$ cat config.mk
export PLATFORM = sky130hd
export DESIGN_NAME = ncs_pow2
export DESIGN_NICKNAME = d
export VERILOG_FILES = /design/src/ncs_pkg.sv /design/src/ncs_pow2.sv
export SDC_FILE = /design/constraint.sdc
export NUM_CORES = 2
export LEC_CHECK = 0
export ABC_AREA = 1
export BUFFER_PORTS_ARGS = -buffer_cell sky130_fd_sc_hd__buf_2
export CAP_MARGIN = 40
export CORE_AREA = 10 10 304 306
export CTS_BUF_LIST = sky130_fd_sc_hd__clkbuf_8
export CTS_CLUSTER_DIAMETER = 100
export CTS_CLUSTER_SIZE = 25
export DETAILED_ROUTE_END_ITERATION = 12
export DIE_AREA = 0 0 314 316
export GPL_ROUTABILITY_DRIVEN = 0
export GPL_TIMING_DRIVEN = 0
export PLACE_DENSITY = 0.58
export REMOVE_ABC_BUFFERS = 1
export SETUP_SLACK_MARGIN = 0.1
export SLEW_MARGIN = 30
export SYNTH_ARGS = -nofsm -noshare
export SYNTH_HDL_FRONTEND = slang
export SYNTH_SLANG_ARGS = --single-unit
$ cat constraint.sdc
create_clock -name clk -period 20.4 [get_ports clk]
set_clock_uncertainty 0.1 [all_clocks]
set_input_delay 1.02 -clock clk [delete_from_list [all_inputs] [get_ports clk]]
set_output_delay 1.02 -clock clk [all_outputs]
set_load 0.02 [all_outputs]
$ cat src/ncs_pkg.sv
// shared types, codes and constant tables of the native contact similarity core
// no dependencies; used by the arithmetic units and the top level
`default_nettype none
package ncs_pkg;

  localparam int MAX_RESIDUES_DEF = 256;

  // word kinds
  localparam logic [1:0] KIND_LOAD = 2'd0;
  localparam logic [1:0] KIND_PAIR = 2'd1;
  localparam logic [1:0] KIND_END  = 2'd2;
  localparam logic [1:0] KIND_RSVD = 2'd3;

  // configuration register indexes
  localparam logic [1:0] REG_NUM_RES = 2'd0;
  localparam logic [1:0] REG_MIN_SEP = 2'd1;
  localparam logic [1:0] REG_SIG_EXP = 2'd2;

  localparam logic [8:0]  NUM_RES_RST = 9'd256;
  localparam logic [7:0]  MIN_SEP_RST = 8'd2;
  localparam logic [15:0] SIG_EXP_RST = 16'd2458;

  // log2(e) in q1.30
  localparam logic [30:0] LOG2E_Q30 = 31'd1549082005;

  localparam int SUM_W  = 48;
  localparam int CNT_W  = 15;
  localparam int DVD_W  = SUM_W + 1;
  localparam int DVS_W  = 18;
  localparam int DCNT_W = 6;

  typedef enum logic [4:0] {
    S_IDLE,
    S_LOAD,
    S_SQ,
    S_SUM,
    S_SQRT,
    S_LOG_INIT,
    S_LOG,
    S_PMUL,
    S_POWP_GO,
    S_POW_P,
    S_UMUL,
    S_USH,
    S_W,
    S_Y,
    S_YCHK,
    S_POW_Y,
    S_ACC,
    S_END,
    S_DIV,
    S_EMIT
  } state_t;

  typedef struct packed {
    logic        start;
    logic [15:0] frac;
  } pow_req_t;

  typedef struct packed {
    logic             start;
    logic [DVD_W-1:0] dividend;
    logic [DVS_W-1:0] divisor;
  } div_req_t;

  // 2^-(2^-k) in q.30 for k = 1..16
  typedef logic [29:0] pow_tab_t [16];

  function automatic logic [63:0] isqrt64(input logic [63:0] v_in);
    logic [63:0] v;
    logic [63:0] res;
    logic [63:0] b;
    v   = v_in;
    res = '0;
    b   = 64'h4000_0000_0000_0000;
    for (int i = 0; i < 32; i++) begin
      if (v >= res + b) begin
        v   = v - (res + b);
        res = (res >> 1) + b;
      end else begin
        res = res >> 1;
      end
      b = b >> 2;
    end
    return res;
  endfunction

  function automatic pow_tab_t pow_tab();
    pow_tab_t    t;
    logic [63:0] c;
    c = 64'd1 << 29;
    for (int k = 0; k < 16; k++) begin
      c    = isqrt64(c << 30);
      t[k] = c[29:0];
    end
    return t;
  endfunction

endpackage
`default_nettype wire

$ cat src/ncs_pow2.sv
// iterative 2^-f unit, f a q.16 fraction, result in q.30, one fraction bit per cycle
// depends on ncs_pkg for the request type and the constant table
`default_nettype none
module ncs_pow2 (
  input  wire logic             clk,
  input  wire logic             rst_n,
  input  wire ncs_pkg::pow_req_t req,
  output logic                  done,
  output logic [30:0]           res
);

  localparam ncs_pkg::pow_tab_t CTAB = ncs_pkg::pow_tab();

  logic        busy_r;
  logic        done_r;
  logic [3:0]  k_r;
  logic [15:0] f_r;
  logic [30:0] r_r;
  logic [60:0] prod;

  assign prod = 61'(r_r) * 61'(CTAB[k_r]);
  assign done = done_r;
  assign res  = r_r;

  always_ff @(posedge clk) begin
    if (!rst_n) begin
      busy_r <= 1'b0;
      done_r <= 1'b0;
      k_r    <= '0;
    end else begin
      done_r <= 1'b0;
      if (req.start) begin
        busy_r <= 1'b1;
        k_r    <= '0;
      end else if (busy_r) begin
        k_r <= k_r + 4'd1;
        if (k_r == 4'd15) begin
          busy_r <= 1'b0;
          done_r <= 1'b1;
        end
      end
    end
  end

  always_ff @(posedge clk) begin
    if (req.start) begin
      r_r <= 31'd1 << 30;
      f_r <= req.frac;
    end else if (busy_r) begin
      if (f_r[15]) begin
        r_r <= 31'(prod >> 30);
      end
      f_r <= {f_r[14:0], 1'b0};
    end
  end

endmodule
`default_nettype wire

After elaboration in Yosys (flattened, before gate mapping)
Memories as Yosys holds them, arrays and structs flattened. Cells that the tools add are included.

Bits in read-only memories: 480. Flip-flop bits (word level): 53. Bits in latches: 0. Memory bits (writable): 0. Memories: 1. Input bits: 19.

Muxes and demuxes: 8. Bitwise logic cells: 3. Reductions and logical operators: 4. Equality and inequality tests: 1. Magnitude comparators: 1. $mul: 1. Divide/modulo/power cells: 0. Add/sub/neg operators: 1. Shift operators: 0.

Memories: (name not given) (words 16, bits a word 30, rd ports 1, clocked after Yosys merged registers in 0, write ports 0, RTL line ncs_pow2.sv:21) `assign prod = 61'(r_r) * 61'(CTAB[k_r]);`.

Operators by type and width (count): 31-bit by 30-bit multiplier with 61-bit output (1); 30-bit two-way mux (2); 16-bit two-way mux (2); 5-bit greater-or-equal comparator, second input constant (1); 4-bit NOT with 5-bit output (1); 4-bit by 1-bit adder with 4-bit output, second input constant (1); 4-bit == test, second input constant (1); 1-bit two-way mux (4); 3-bit OR reduction (1); 1-bit NOT (2); 2-bit AND reduction (1); 2-bit nonzero test (1); 2-bit OR reduction (1).

Longest topological paths before layout
Depth after elaboration: 5. Gate-level depth with buffers: 40.

Worst setup path after synthesis
OpenSTA, ideal clock, no wires.

Kind: reg2reg. Start point: reg k_r[0]. End point: reg r_r[21] (netlist: res[21]). Stages on the path, launching flop included: 32. Path buffers: 1. Required time: 20.183 ns. Setup slack: 12.630 ns. Clock period less this slack: 7.770 ns. Data arrival time: 7.553 ns. Path through: dfxtp_1 > inv_2 > ha_1 > nor2_1 > inv_1 > a21oi_1 > inv_2 > nand2_1 > buf_2 > nor2_1 > fa_1 > fa_1 > fa_1 > inv_1 > fa_1 > inv_1 > fa_1 > fa_1 > fa_1 > inv_1 > fa_1 > inv_1 > ha_1 > a21o_1 > a21oi_1 > o21a_1 > a21boi_0 > nor2_1 > nor3_1 > a21oi_2 > nor2_1 > nor2_1.

Word-level cells in the longest chain between the ends: 5.

Ends and longest elaborated chain: start, declared (RTL line ncs_pow2.sv:16) `logic [3:0] k_r;`; start signal, assigned (RTL line ncs_pow2.sv:36) `k_r <= k_r + 4'd1;`; 4-bit NOT with 5-bit output (implied by the code) (RTL line ncs_pow2.sv:21); memory 16 x 30 bit; 30-bit two-way mux (implied by the code) (2 in a row) (RTL line ncs_pow2.sv:21); 31-bit by 30-bit multiplier with 61-bit output (RTL line ncs_pow2.sv:21); end signal, assigned (RTL line ncs_pow2.sv:47) `r_r <= 31'd1 << 30;`; end signal, assigned (RTL line ncs_pow2.sv:51) `r_r <= 31'(prod >> 30);`; end, declared (RTL line ncs_pow2.sv:18) `logic [30:0] r_r;`.

No other way between the ends. The select of a mux whose other input is x is not followed. A chain may end at the register's enable or synchronous reset.

Worst setup path after layout
Ends and elaborated chain as after synthesis.

==> qor.txt <==
STATUS
-------------------------------------------------------------------------------------
Result of the run                                                           completed

LOGIC SYNTHESIS
-------------------------------------------------------------------------------------
Synthesized area per cell                                                   7.94 um^2
Synth Instances                                                                  4095
Top-area cell type share of the netlist area                                    0.497
Synth area leader                                                        sky130_fd_sc_hd__fa_1
Post-Synthesis Cell Area                                                  0.0325 mm^2
Number of distinct library cells after synthesis                                   42
Sequential share of the synthesized area                                       0.0375
Yosys warning count                                                                 0
Flop and latch count out of synthesis                                              53
Leading cell types by total area after synthesis                         sky130_fd_sc_hd__fa_1, sky130_fd_sc_hd__inv_1, sky130_fd_sc_hd__ha_1

TIMING
-------------------------------------------------------------------------------------
Remaining max-slew budget at the tightest pin                                   0.399
Number of hold violations in the final report                                       0
Post-route clock period utilization                                             0.504
Worst-Margin Slew                                                            0.901 ns
Final Max Slew Viols                                                                0
Final count of negative-setup-slack endpoints                                       0
Setup TNS after final layout                                                     0 ns
Worst hold slack                                                             0.423 ns
Setup repair after global routing missed its margin                                no
Highest clock rate                                                         0.0972 GHz
Time the worst path needs with I/O delays and setup                          10.28 ns

CLOCK TREE
-------------------------------------------------------------------------------------
Count of hold-fix buffers inserted at cts                                           0
Total CTS buffers                                                                   5
Number of gates given a new drive strength after cts                                0
Number of buffers added for setup after CTS                                         0
H-tree lvl count                                                                    2
Number of clock sinks seen by CTS                                                  53
Root buffer selected by CTS                                              sky130_fd_sc_hd__clkbuf_8
Source-to-sink clock delay at the later pin of the worst-skew pair            0.40 ns
TritonCTS clock tree                                                             done
Clock transition at path regs                                                 0.14 ns
CTS Buffer Depth                                                                    2

SETUP PATH
-------------------------------------------------------------------------------------
Cell with the largest stage delay on the worst path                      sky130_fd_sc_hd__nand2_2
Launching element type of the critical path                                 flip-flop
Req. time, crit path                                                         20.62 ns
CP peak stage delay                                                           0.77 ns
Terminus of the critical flop-to-flop path                                    res[21]
Worst Setup Path Type                                                    flip-flop to flip-flop
Most common cell on crit path                                            sky130_fd_sc_hd__fa_1
Crit path arrival time                                                       10.51 ns
Largest driver fanout on the critical path                                         28
Startpoint of the most critical register-to-register path                      k_r[0]
Crit path capture type                                                      flip-flop
Worst-case reg-to-reg path depth                                                   33
Slack of the worst reg-to-reg path                                           10.12 ns

FINAL LAYOUT
-------------------------------------------------------------------------------------
Fillers                                                                          9110
Area delta synth->final                                                         6.02%
Most frequent standard cell in the layout excluding fill and tap cells   sky130_fd_sc_hd__inv_1
Most used cells in the layout excluding fill and tap cells               sky130_fd_sc_hd__inv_1, sky130_fd_sc_hd__fa_1, sky130_fd_sc_hd__nand2_1
Share of cells above drive strength 1                                          0.0428
Final #Nets                                                                      5103

DRT
-------------------------------------------------------------------------------------
Number of DRC violations after detailed-routing iteration 0                      2316
Total number of vias                                                            26400
Average detailed-routed wire length per instance                              20.7 um
Antenna-violating nets left                                                         0
Post-DR vias/cell                                                                5.09
Wirelength, routed                                                          107000 um
DRC violation count after routing                                                   0
Initial DRT Pass Iterations                                                         9

FLOORPLANNING
-------------------------------------------------------------------------------------
Effective utilization at floorplan                                              0.377
IO Count                                                                           51
Site Rows                                                                         108
Die X-Extent                                                                   314 um
Overall die height                                                             316 um
Core region area                                                          0.0862 mm^2
Die area                                                                  0.0992 mm^2

FLOW RUN
-------------------------------------------------------------------------------------
Max-cap violations                                                                  0

GLOBAL ROUTE
-------------------------------------------------------------------------------------
Pin count of the biggest net entering global routing                               38
Overflow after GRT                                                                  0
Number of global-route vias before repair                                       27400
Wire length of the first global-routing pass                                165000 um
Number of antenna violations at the first check in global routing                   3
Total Routing Usage GR                                                          0.220

PLACE
-------------------------------------------------------------------------------------
Port Buf Inserts                                                                   50
Detailed Place HPWL                                                          87100 um

WORST HOLD PATH
-------------------------------------------------------------------------------------
Hold_sp                                                                       f_r[13]
Worst Hold Class                                                         flip-flop to flip-flop
Min-Delay Endpoint                                                            f_r[14]
Min-Delay Path Depth                                                                2

-- Yosys cell counts (all sizes together) --
library cell,instances
o21bai,10
clkbuf,158
o31ai,1
a21oi,113
xor2,6
edfxtp,16
a211oi,2
a21boi,8
nand4,2
nand3,62
dfxtp,37
o22ai,1
a21o,23
and3,1
nor4,2
nand3b,2
and2,1
o311ai,1
o31a,1
xnor2,4
ha,255
clkinv,15
a31oi,17
nor3,25
buf,10
o21ai,77
a221oi,1
inv,1101
nor2,606
o21a,12
nand2,713
o211ai,3
fa,807
o2111ai,2
-- registers in the layout (all words and copies together) (netlist names) --
signal,flops
k_r,4
busy_r,1
res,31
f_r,16
done,1
-- logic make-up after synthesis --
family          synth area share
buf+inv                    0.148
compound gates            0.0481
flops                     0.0375
simple gates               0.168
xor+xnor                 0.00269
fa+ha+maj                  0.595
-- layout make-up --
cell class | instances | area, um^2 | share of cell area
inverter | 1116 | 4190 | 0.122
multi-input combinational | 2758 | 26600 | 0.770
sequential | 53 | 1250 | 0.0363
tap | 1155 | 1450 | 0.0419
clock inverter | 3 | 26.3 | 0.000762
antenna | 1 | 2.50 | 0.0000726
timing repair buffer | 88 | 940 | 0.0273
clock buffer | 5 | 68.8 | 0.00200
-- critical path: cells and delay by family (launching register included) --
kind	cells	cell delay [ns]
buf+inv	9	1.36
fa+ha+maj	10	4.57
simple gates	9	1.73
compound gates	5	1.80
flops	1	0.64
-- per-layer routing --
metal  track usage  share of wire  routed length (um)
met2         0.354           0.46               49000
met3        0.0483          0.096               10300
met5             0        0.00064                  68
met4        0.0786          0.040                4290
met1         0.289           0.40               43400
-- worst max-delay path by stage --
stage	from	endpoint	slack, ns	depth (start not counted)
after floorplan	k_r[0]	res[21]	12.15	29
after global placement	k_r[3]	res[21]	9.26	32
after detailed placement	k_r[0]	res[21]	10.27	33
after CTS	k_r[0]	res[21]	10.19	33
after global routing	k_r[0]	res[21]	9.77	33
final	k_r[0]	res[21]	10.12	33
-- per-stage QoR --
| step | instance area (um^2) | utilization | instances | setup WS, ns |
|---|---|---|---|---|
| finish | 34500 | 0.400 | 5179 | 10.12 |
| global route | 34500 | 0.400 | 5178 | 9.77 |
| CTS | 34400 | 0.399 | 5173 | 10.19 |
| detailed placement | 34300 | 0.398 | 5165 | 10.27 |
| global placement | 33600 | 0.389 | 5132 | 9.26 |
| floorplan | 31900 | - | 3927 | 12.15 |
Power is not shown: default switching activity piles up to over one toggle a cycle in this logic, so the estimate is an artifact.
