File: src/ncs_pkg.sv
// shared types, codes and constant tables of the native contact similarity core
// no dependencies; used by the arithmetic units and the top level
`default_nettype none
package ncs_pkg;

  localparam int MAX_RESIDUES_DEF = 256;

  // word kinds
  localparam logic [1:0] KIND_LOAD = 2'd0;
  localparam logic [1:0] KIND_PAIR = 2'd1;
  localparam logic [1:0] KIND_END  = 2'd2;
  localparam logic [1:0] KIND_RSVD = 2'd3;

  // configuration register indexes
  localparam logic [1:0] REG_NUM_RES = 2'd0;
  localparam logic [1:0] REG_MIN_SEP = 2'd1;
  localparam logic [1:0] REG_SIG_EXP = 2'd2;

  localparam logic [8:0]  NUM_RES_RST = 9'd256;
  localparam logic [7:0]  MIN_SEP_RST = 8'd2;
  localparam logic [15:0] SIG_EXP_RST = 16'd2458;

  // log2(e) in q1.30
  localparam logic [30:0] LOG2E_Q30 = 31'd1549082005;

  localparam int SUM_W  = 48;
  localparam int CNT_W  = 15;
  localparam int DVD_W  = SUM_W + 1;
  localparam int DVS_W  = 18;
  localparam int DCNT_W = 6;

  typedef enum logic [4:0] {
    S_IDLE,
    S_LOAD,
    S_SQ,
    S_SUM,
    S_SQRT,
    S_LOG_INIT,
    S_LOG,
    S_PMUL,
    S_POWP_GO,
    S_POW_P,
    S_UMUL,
    S_USH,
    S_W,
    S_Y,
    S_YCHK,
    S_POW_Y,
    S_ACC,
    S_END,
    S_DIV,
    S_EMIT
  } state_t;

  typedef struct packed {
    logic        start;
    logic [15:0] frac;
  } pow_req_t;

  typedef struct packed {
    logic             start;
    logic [DVD_W-1:0] dividend;
    logic [DVS_W-1:0] divisor;
  } div_req_t;

  // 2^-(2^-k) in q.30 for k = 1..16
  typedef logic [29:0] pow_tab_t [16];

  function automatic logic [63:0] isqrt64(input logic [63:0] v_in);
    logic [63:0] v;
    logic [63:0] res;
    logic [63:0] b;
    v   = v_in;
    res = '0;
    b   = 64'h4000_0000_0000_0000;
    for (int i = 0; i < 32; i++) begin
      if (v >= res + b) begin
        v   = v - (res + b);
        res = (res >> 1) + b;
      end else begin
        res = res >> 1;
      end
      b = b >> 2;
    end
    return res;
  endfunction

  function automatic pow_tab_t pow_tab();
    pow_tab_t    t;
    logic [63:0] c;
    c = 64'd1 << 29;
    for (int k = 0; k < 16; k++) begin
      c    = isqrt64(c << 30);
      t[k] = c[29:0];
    end
    return t;
  endfunction

endpackage
`default_nettype wire

File: src/ncs_div.sv
// restoring divider for the frame normalisation, one quotient bit per cycle
// depends on ncs_pkg for the request type and widths
`default_nettype none
module ncs_div (
  input  wire logic                       clk,
  input  wire logic                       rst_n,
  input  wire ncs_pkg::div_req_t          req,
  output logic                            done,
  output logic [ncs_pkg::DVD_W-1:0]       quo
);

  logic                         busy_r;
  logic                         done_r;
  logic [ncs_pkg::DCNT_W-1:0]   cnt_r;
  logic [ncs_pkg::DVD_W-1:0]    q_r;
  logic [ncs_pkg::DVS_W-1:0]    dvs_r;
  logic [ncs_pkg::DVS_W-1:0]    rem_r;
  logic [ncs_pkg::DVS_W:0]      trial;
  logic                         fits;

  assign trial = {rem_r, q_r[ncs_pkg::DVD_W-1]};
  assign fits  = trial >= {1'b0, dvs_r};
  assign done  = done_r;
  assign quo   = q_r;

  always_ff @(posedge clk) begin
    if (!rst_n) begin
      busy_r <= 1'b0;
      done_r <= 1'b0;
      cnt_r  <= '0;
    end else begin
      done_r <= 1'b0;
      if (req.start) begin
        busy_r <= 1'b1;
        cnt_r  <= '0;
      end else if (busy_r) begin
        cnt_r <= cnt_r + 1'b1;
        if (cnt_r == ncs_pkg::DCNT_W'(ncs_pkg::DVD_W - 1)) begin
          busy_r <= 1'b0;
          done_r <= 1'b1;
        end
      end
    end
  end

  always_ff @(posedge clk) begin
    if (req.start) begin
      q_r   <= req.dividend;
      dvs_r <= req.divisor;
      rem_r <= '0;
    end else if (busy_r) begin
      rem_r <= ncs_pkg::DVS_W'(fits ? trial - {1'b0, dvs_r} : trial);
      q_r   <= {q_r[ncs_pkg::DVD_W-2:0], fits};
    end
  end

endmodule
`default_nettype wire

File: config.mk
export PLATFORM = sky130hd
export DESIGN_NAME = ncs_div
export DESIGN_NICKNAME = d
export VERILOG_FILES = /design/src/ncs_pkg.sv /design/src/ncs_div.sv
export SDC_FILE = /design/constraint.sdc
export NUM_CORES = 1
export LEC_CHECK = 0
export ABC_CLOCK_PERIOD_IN_PS = 3300
export BUFFER_PORTS_ARGS = -buffer_cell sky130_fd_sc_hd__buf_4
export CAP_MARGIN = 15
export CELL_PAD_IN_SITES_DETAIL_PLACEMENT = 2
export CELL_PAD_IN_SITES_GLOBAL_PLACEMENT = 2
export CORE_MARGIN = 2
export CORE_UTILIZATION = 30
export DETAILED_ROUTE_END_ITERATION = 10
export HOLD_SLACK_MARGIN = 0.12
export PLACE_DENSITY_LB_ADDON = 0.1
export SLEW_MARGIN = 40
export SYNTH_ARGS = -nofsm -noshare
export SYNTH_HDL_FRONTEND = slang
export SYNTH_SLANG_ARGS = --single-unit
File: constraint.sdc
create_clock -name clk -period 3.3 [get_ports clk]
set_input_delay 0.66 -clock clk [delete_from_list [all_inputs] [get_ports clk]]
set_output_delay 0.66 -clock clk [all_outputs]
set_load 0.01 [all_outputs]
# Word level (Yosys, flattened, before mapping)
# Index checks and enable logic that the tools add are counted.
dict set report word_totals {
  output_inout_bits 50
  word_cells 22
  regBits 93
}
dict set report classes {
  addsub 2
  n_reduce_logical 3
  bitwise 2
  n_eq_ne 1
  n_mux 7
  magnitude_cmp 1
}
# operator n
set ops {}
lappend ops {{49-bit 2-to-1 mux} 2}
lappend ops {{19-bit by 18-bit greater-or-equal comparator with 1-bit output} 1}
lappend ops {{18-bit 2-to-1 mux} 1}
lappend ops {{18-bit subtractor} 1}
lappend ops {{6-bit by 1-bit adder with 6-bit output (second input constant)} 1}
lappend ops {{6-bit equality test (second input constant)} 1}
lappend ops {{1-bit 2-to-1 mux} 4}
lappend ops {{3-bit OR reduction} 1}
lappend ops {{1-bit inverter} 2}
lappend ops {{2-bit nonzero test} 1}
lappend ops {{2-bit OR reduction} 1}

# Longest topological paths before layout
dict set report logic_depth {
  ltp_word 4
  depth_mapped 11
}

# Worst setup path before layout
# No wires, ideal clock.
dict set report synth_path {
  path_kind {register to register}
  startpoint {reg q_r (netlist bit quo[48])}
  endpoint {reg rem_r[14] in the netlist's numbering}
  path_stages_with_launch 11
  required_ns 3.170
  arrival_ns 2.346
  setup_ns 0.130
  setup_slack_ns 0.824
  cell_sequence {edfxtp_1 inv_1 ha_1 inv_1 fa_1 a211oi_1 o21ai_0 a221o_1 o41a_1 o2111ai_1 o211ai_1}
}
dict set report synth_via {
  elab_chain_len 2
  elab_cells_between_ends 3
}
# element line_no
set synth_lines {}
lappend synth_lines {{start: declaration} ncs_div.sv:15} ;# logic [ncs_pkg::DVD_W-1:0] q_r;
lappend synth_lines {{start signal: assignment} ncs_div.sv:48} ;# q_r <= req.dividend;
lappend synth_lines {{start signal: assignment} ncs_div.sv:53} ;# q_r <= {q_r[ncs_pkg::DVD_W-2:0], fits};
lappend synth_lines {{18-bit subtractor / 19-bit by 18-bit greater-or-equal comparator with 1-bit output (equally long branches)} {ncs_div.sv:52, ncs_div.sv:22}}
lappend synth_lines {{18-bit 2-to-1 mux *} ncs_div.sv:52} ;# rem_r <= ncs_pkg::DVS_W'(fits ? trial - {1'b0, dvs_r} : trial);
lappend synth_lines {{end signal: assignment} ncs_div.sv:52}
lappend synth_lines {{end: declaration} ncs_div.sv:17} ;# logic [ncs_pkg::DVS_W-1:0] rem_r;
# Mark *: on every way between the ends. The rest lies on a longest branch, timed or not.
# A chain may end at the register's enable or synchronous reset.

# Final worst setup path
dict set report layout_path {
  startpoint {reg dvs_r[6] in the netlist's numbering}
  endpoint {reg q_r (netlist bit quo[0]), data pin}
}
dict set report layout_via {
  elab_chain_len 3
}
# element line_no
set layout_lines {}
lappend layout_lines {{start: declaration} ncs_div.sv:16} ;# logic [ncs_pkg::DVS_W-1:0] dvs_r;
lappend layout_lines {{start signal: assignment} ncs_div.sv:49} ;# dvs_r <= req.divisor;
lappend layout_lines {{19-bit by 18-bit greater-or-equal comparator with 1-bit output} ncs_div.sv:22} ;# assign fits = trial >= {1'b0, dvs_r};
lappend layout_lines {{49-bit 2-to-1 mux} ncs_div.sv:51} ;# end else if (busy_r) begin
lappend layout_lines {{49-bit 2-to-1 mux} ncs_div.sv:47} ;# if (req.start) begin
# Every way passes these cells. The select of a mux whose other input is x is not followed.

==> results_dict.tcl <==
set metrics [dict create \
    top_level_ports 120 \
    synthCells 418 \
    fmax_ghz 0.330 \
    synthAdderAreaFrac_pct 5.59 \
    seq_power_share_pct 47.8 \
    status "complete, no violations" \
    synth_nets 509 \
    yosys-top-cells-area "edfxtp_1 42%, mux2_2 11%, dfxtp_1 11%" \
    post-route-min-period_ns 3.03 \
    groute.usage.overall_pct 17.6 \
    drive_above_1_share_pct 36.7 \
    synthMuxAreaShare_pct 11.8 \
    critPathRequiredTime_ns 3.40 \
    finalSetupTns_ns 0 \
    cts_resized 0 \
    clkTransAtPathRegs_ns 0.07 \
    p_int_uw 2190 \
    fillers 1696 \
    cp-start-kind "flip-flop" \
    antenna_cells 0 \
    clk-insertion-delay-late_ns 0.35 \
    criticalPathCategory "flip-flop to flip-flop" \
    dp_hpwl_um 10400 \
    numClockSinks 93 \
    clkPwrFrac_pct 36.1 \
    cp.arrival_ns 3.13 \
    wl_um 14300 \
    cts_tree "done" \
    drtIter0Drc 118 \
    netSwitchingPower_uw 763 \
    ant_nets 0 \
    hold_class "input port to flip-flop" \
    grt_max_degree 75 \
    cts_buffers 9 \
    finalMaxSlewViolations 0 \
    synth-simple-area-share_pct 9.66 \
    cts_root_buffer "clkbuf_16" \
    postLayoutCoreUtil_pct 39.6 \
    synth-compound-area-share_pct 13.4 \
    rsz0062_at_grt "false" \
    die_h_um 131 \
    synth_edf_count 67 \
    setup_viol 0 \
    synth_xor_area_share_pct 3.26 \
    rrSetupSlack_ns 0.27 \
    swShare_pct 25.8 \
    hold_violations 0 \
    cp_max_fo 7 \
    worstReg2RegStart "dvs_r[6]$_DFFE_PP_" \
    leakagePower_uw 0.00254 \
    worstRegToRegCells 8 \
    synth_ff_type "edfxtp_1" \
    synth.largest_area_cell "edfxtp_1" \
    max-cap-violations 0 \
    drtPass1Iterations 4 \
    vias 3784 \
    relSlewSlack_pct 49.5 \
    synth_top_area_share_pct 41.6 \
    post_cts_buffers 0 \
    synth_common_cells "67 x edfxtp_1, 49 x mux2_2, 34 x nand2_1" \
    grt_pass1_wl_um 22800 \
    skew_ns 0.00798 \
    grt_antenna_before_repair 0 \
    ys_seq_area_share_pct 52.4 \
    hold_depth 1 \
    grt_pass1_vias 4218 \
    worstSetupEndpointType "flip-flop" \
    ys_ff_latch 93 \
    worst_pin_slew_ns 0.753 \
    hp-start "req[1]" \
    power.density_nw_per_um2 471 \
    port_buffers 119 \
    htreeDepth 3 \
    start_util_pct 30.5 \
    wire_per_inst_um 18.9 \
    core_um2 15800 \
    die_x_um 131 \
    synthMostInstantiatedCell "edfxtp_1" \
    routed_via_density 5.01 \
    hold_buffers 0 \
    r2r_end "quo[0]$_DFFE_PP_" \
    syn_area_um2 4830 \
    synth_top_family_by_area "compound AO/OA/AOI/OAI gates" \
    overflow 0 \
    place_congestion 0.778 \
    ys_types 55 \
    yosys_warnings 0 \
    fin_nets 626 \
    min_period_over_period_pct 91.9 \
    drc_errors 0 \
    dieArea_um2 17100 \
    syn2layout_area_growth_pct 29.8 \
    vdd_drop_max_uv 210 \
    clock_path_buffers 2 \
    power_frac_comb_pct 16.2 \
    syn_area_per_cell_um2 11.6 \
    holdPathEnd "dvs_r[1]$_DFFE_PP_" \
    async_flop_share_pct 0 \
    rows 46 \
]
[kinds of logic after synthesis]
logic type	Yosys count
flops	93
simple gates	98
fa+ha+maj	21
mux	51
xor+xnor	18
compound gates	92
buf+inv	45
[metrics by stage]
stage                     hold WS, ns  setup slack, ns  area (um2)  instances  total power [uW]
after global placement          0.478            0.186        5980        740              1910
after detailed placement        0.493            0.300        5980        740              1920
after floorplan                 0.451            0.824        4830        418              1670
after global routing            0.467           0.0709        6270        756              3090
after CTS                       0.462            0.288        6270        756              3010
final                           0.479            0.266        6270        756              2950
[critical path, cell delays in order (launching register included)]
cell and delay [ns]:
edfxtp_1 0.33, inv_1 0.05, ha_1 0.39, a21oi_1 0.31, nand2_1 0.12, o21a_1 0.20
o21ai_1 0.60, nand2_1 0.42, mux2_2 0.37
[metal layers]
layer	part of all wire [%]	GRT usage [%]
met1	44	22.4
met2	46	27.1
met3	8.0	6.72
met4	1.5	6.63
met5	0	0
[state kept, by name, summed over array words and instances, names as in the netlist]
signal  count
quo        49
rem_r      18
done        1
busy_r      1
cnt_r       6
dvs_r      18
[power groups by stage]
stage | sequential [uW] | clock, uW | combinational [uW]
2_1_floorplan | 1450 | 0 | 217
3_3_place_gp | 1430 | 0 | 477
3_5_place_dp | 1440 | 0 | 486
4_1_cts | 1410 | 1110 | 489
5_1_grt | 1420 | 1140 | 529
6_report | 1410 | 1060 | 478
[how the worst max path moves through the flow]
stage | startpoint | end | slack (ns) | depth (start not counted)
6_report | dvs_r[6]$_DFFE_PP_ | quo[0]$_DFFE_PP_ | 0.27 | 8
5_1_grt | dvs_r[10]$_DFFE_PP_ | quo[0]$_DFFE_PP_ | 0.07 | 7
4_1_cts | dvs_r[6]$_DFFE_PP_ | quo[0]$_DFFE_PP_ | 0.29 | 8
3_5_place_dp | dvs_r[6]$_DFFE_PP_ | quo[0]$_DFFE_PP_ | 0.30 | 8
3_3_place_gp | dvs_r[10]$_DFFE_PP_ | quo[0]$_DFFE_PP_ | 0.19 | 7
2_1_floorplan | quo[48]$_DFFE_PP_ | rem_r[14]$_SDFFE_PP0P_ | 0.82 | 10
[cells in the final DEF, fill, tap and decap left out, types with 4 or more instances in the layout]
cell type  instances
clkbuf_16          9
o21ai_0           18
nor2_1            20
xnor2_1           10
or3_1              4
a21o_1             4
and2_1             4
nor3_1             7
nand4_1            7
xor2_1             8
a41oi_1            4
dfxtp_1           26
mux2_2            49
a211oi_1           5
inv_1             22
buf_4            127
o211ai_1           8
nand2_1           34
a21oi_1           16
edfxtp_1          67
nand3_1            6
nand2b_1           5
o21ai_1            4
ha_1              20
[area by class of cell]
class,count,area (um2),area share (%)
Inverter,23,86.3,1.38
Timing Repair Buffer,128,973,15.5
Clock buffer,9,225,3.59
Multi-Input combinational cell,280,2120,33.8
Sequential cell,93,2530,40.4
Clock inverter,7,65.1,1.04
Tap cell,216,270,4.31
Note: power is estimated with default switching activity, not from simulation.
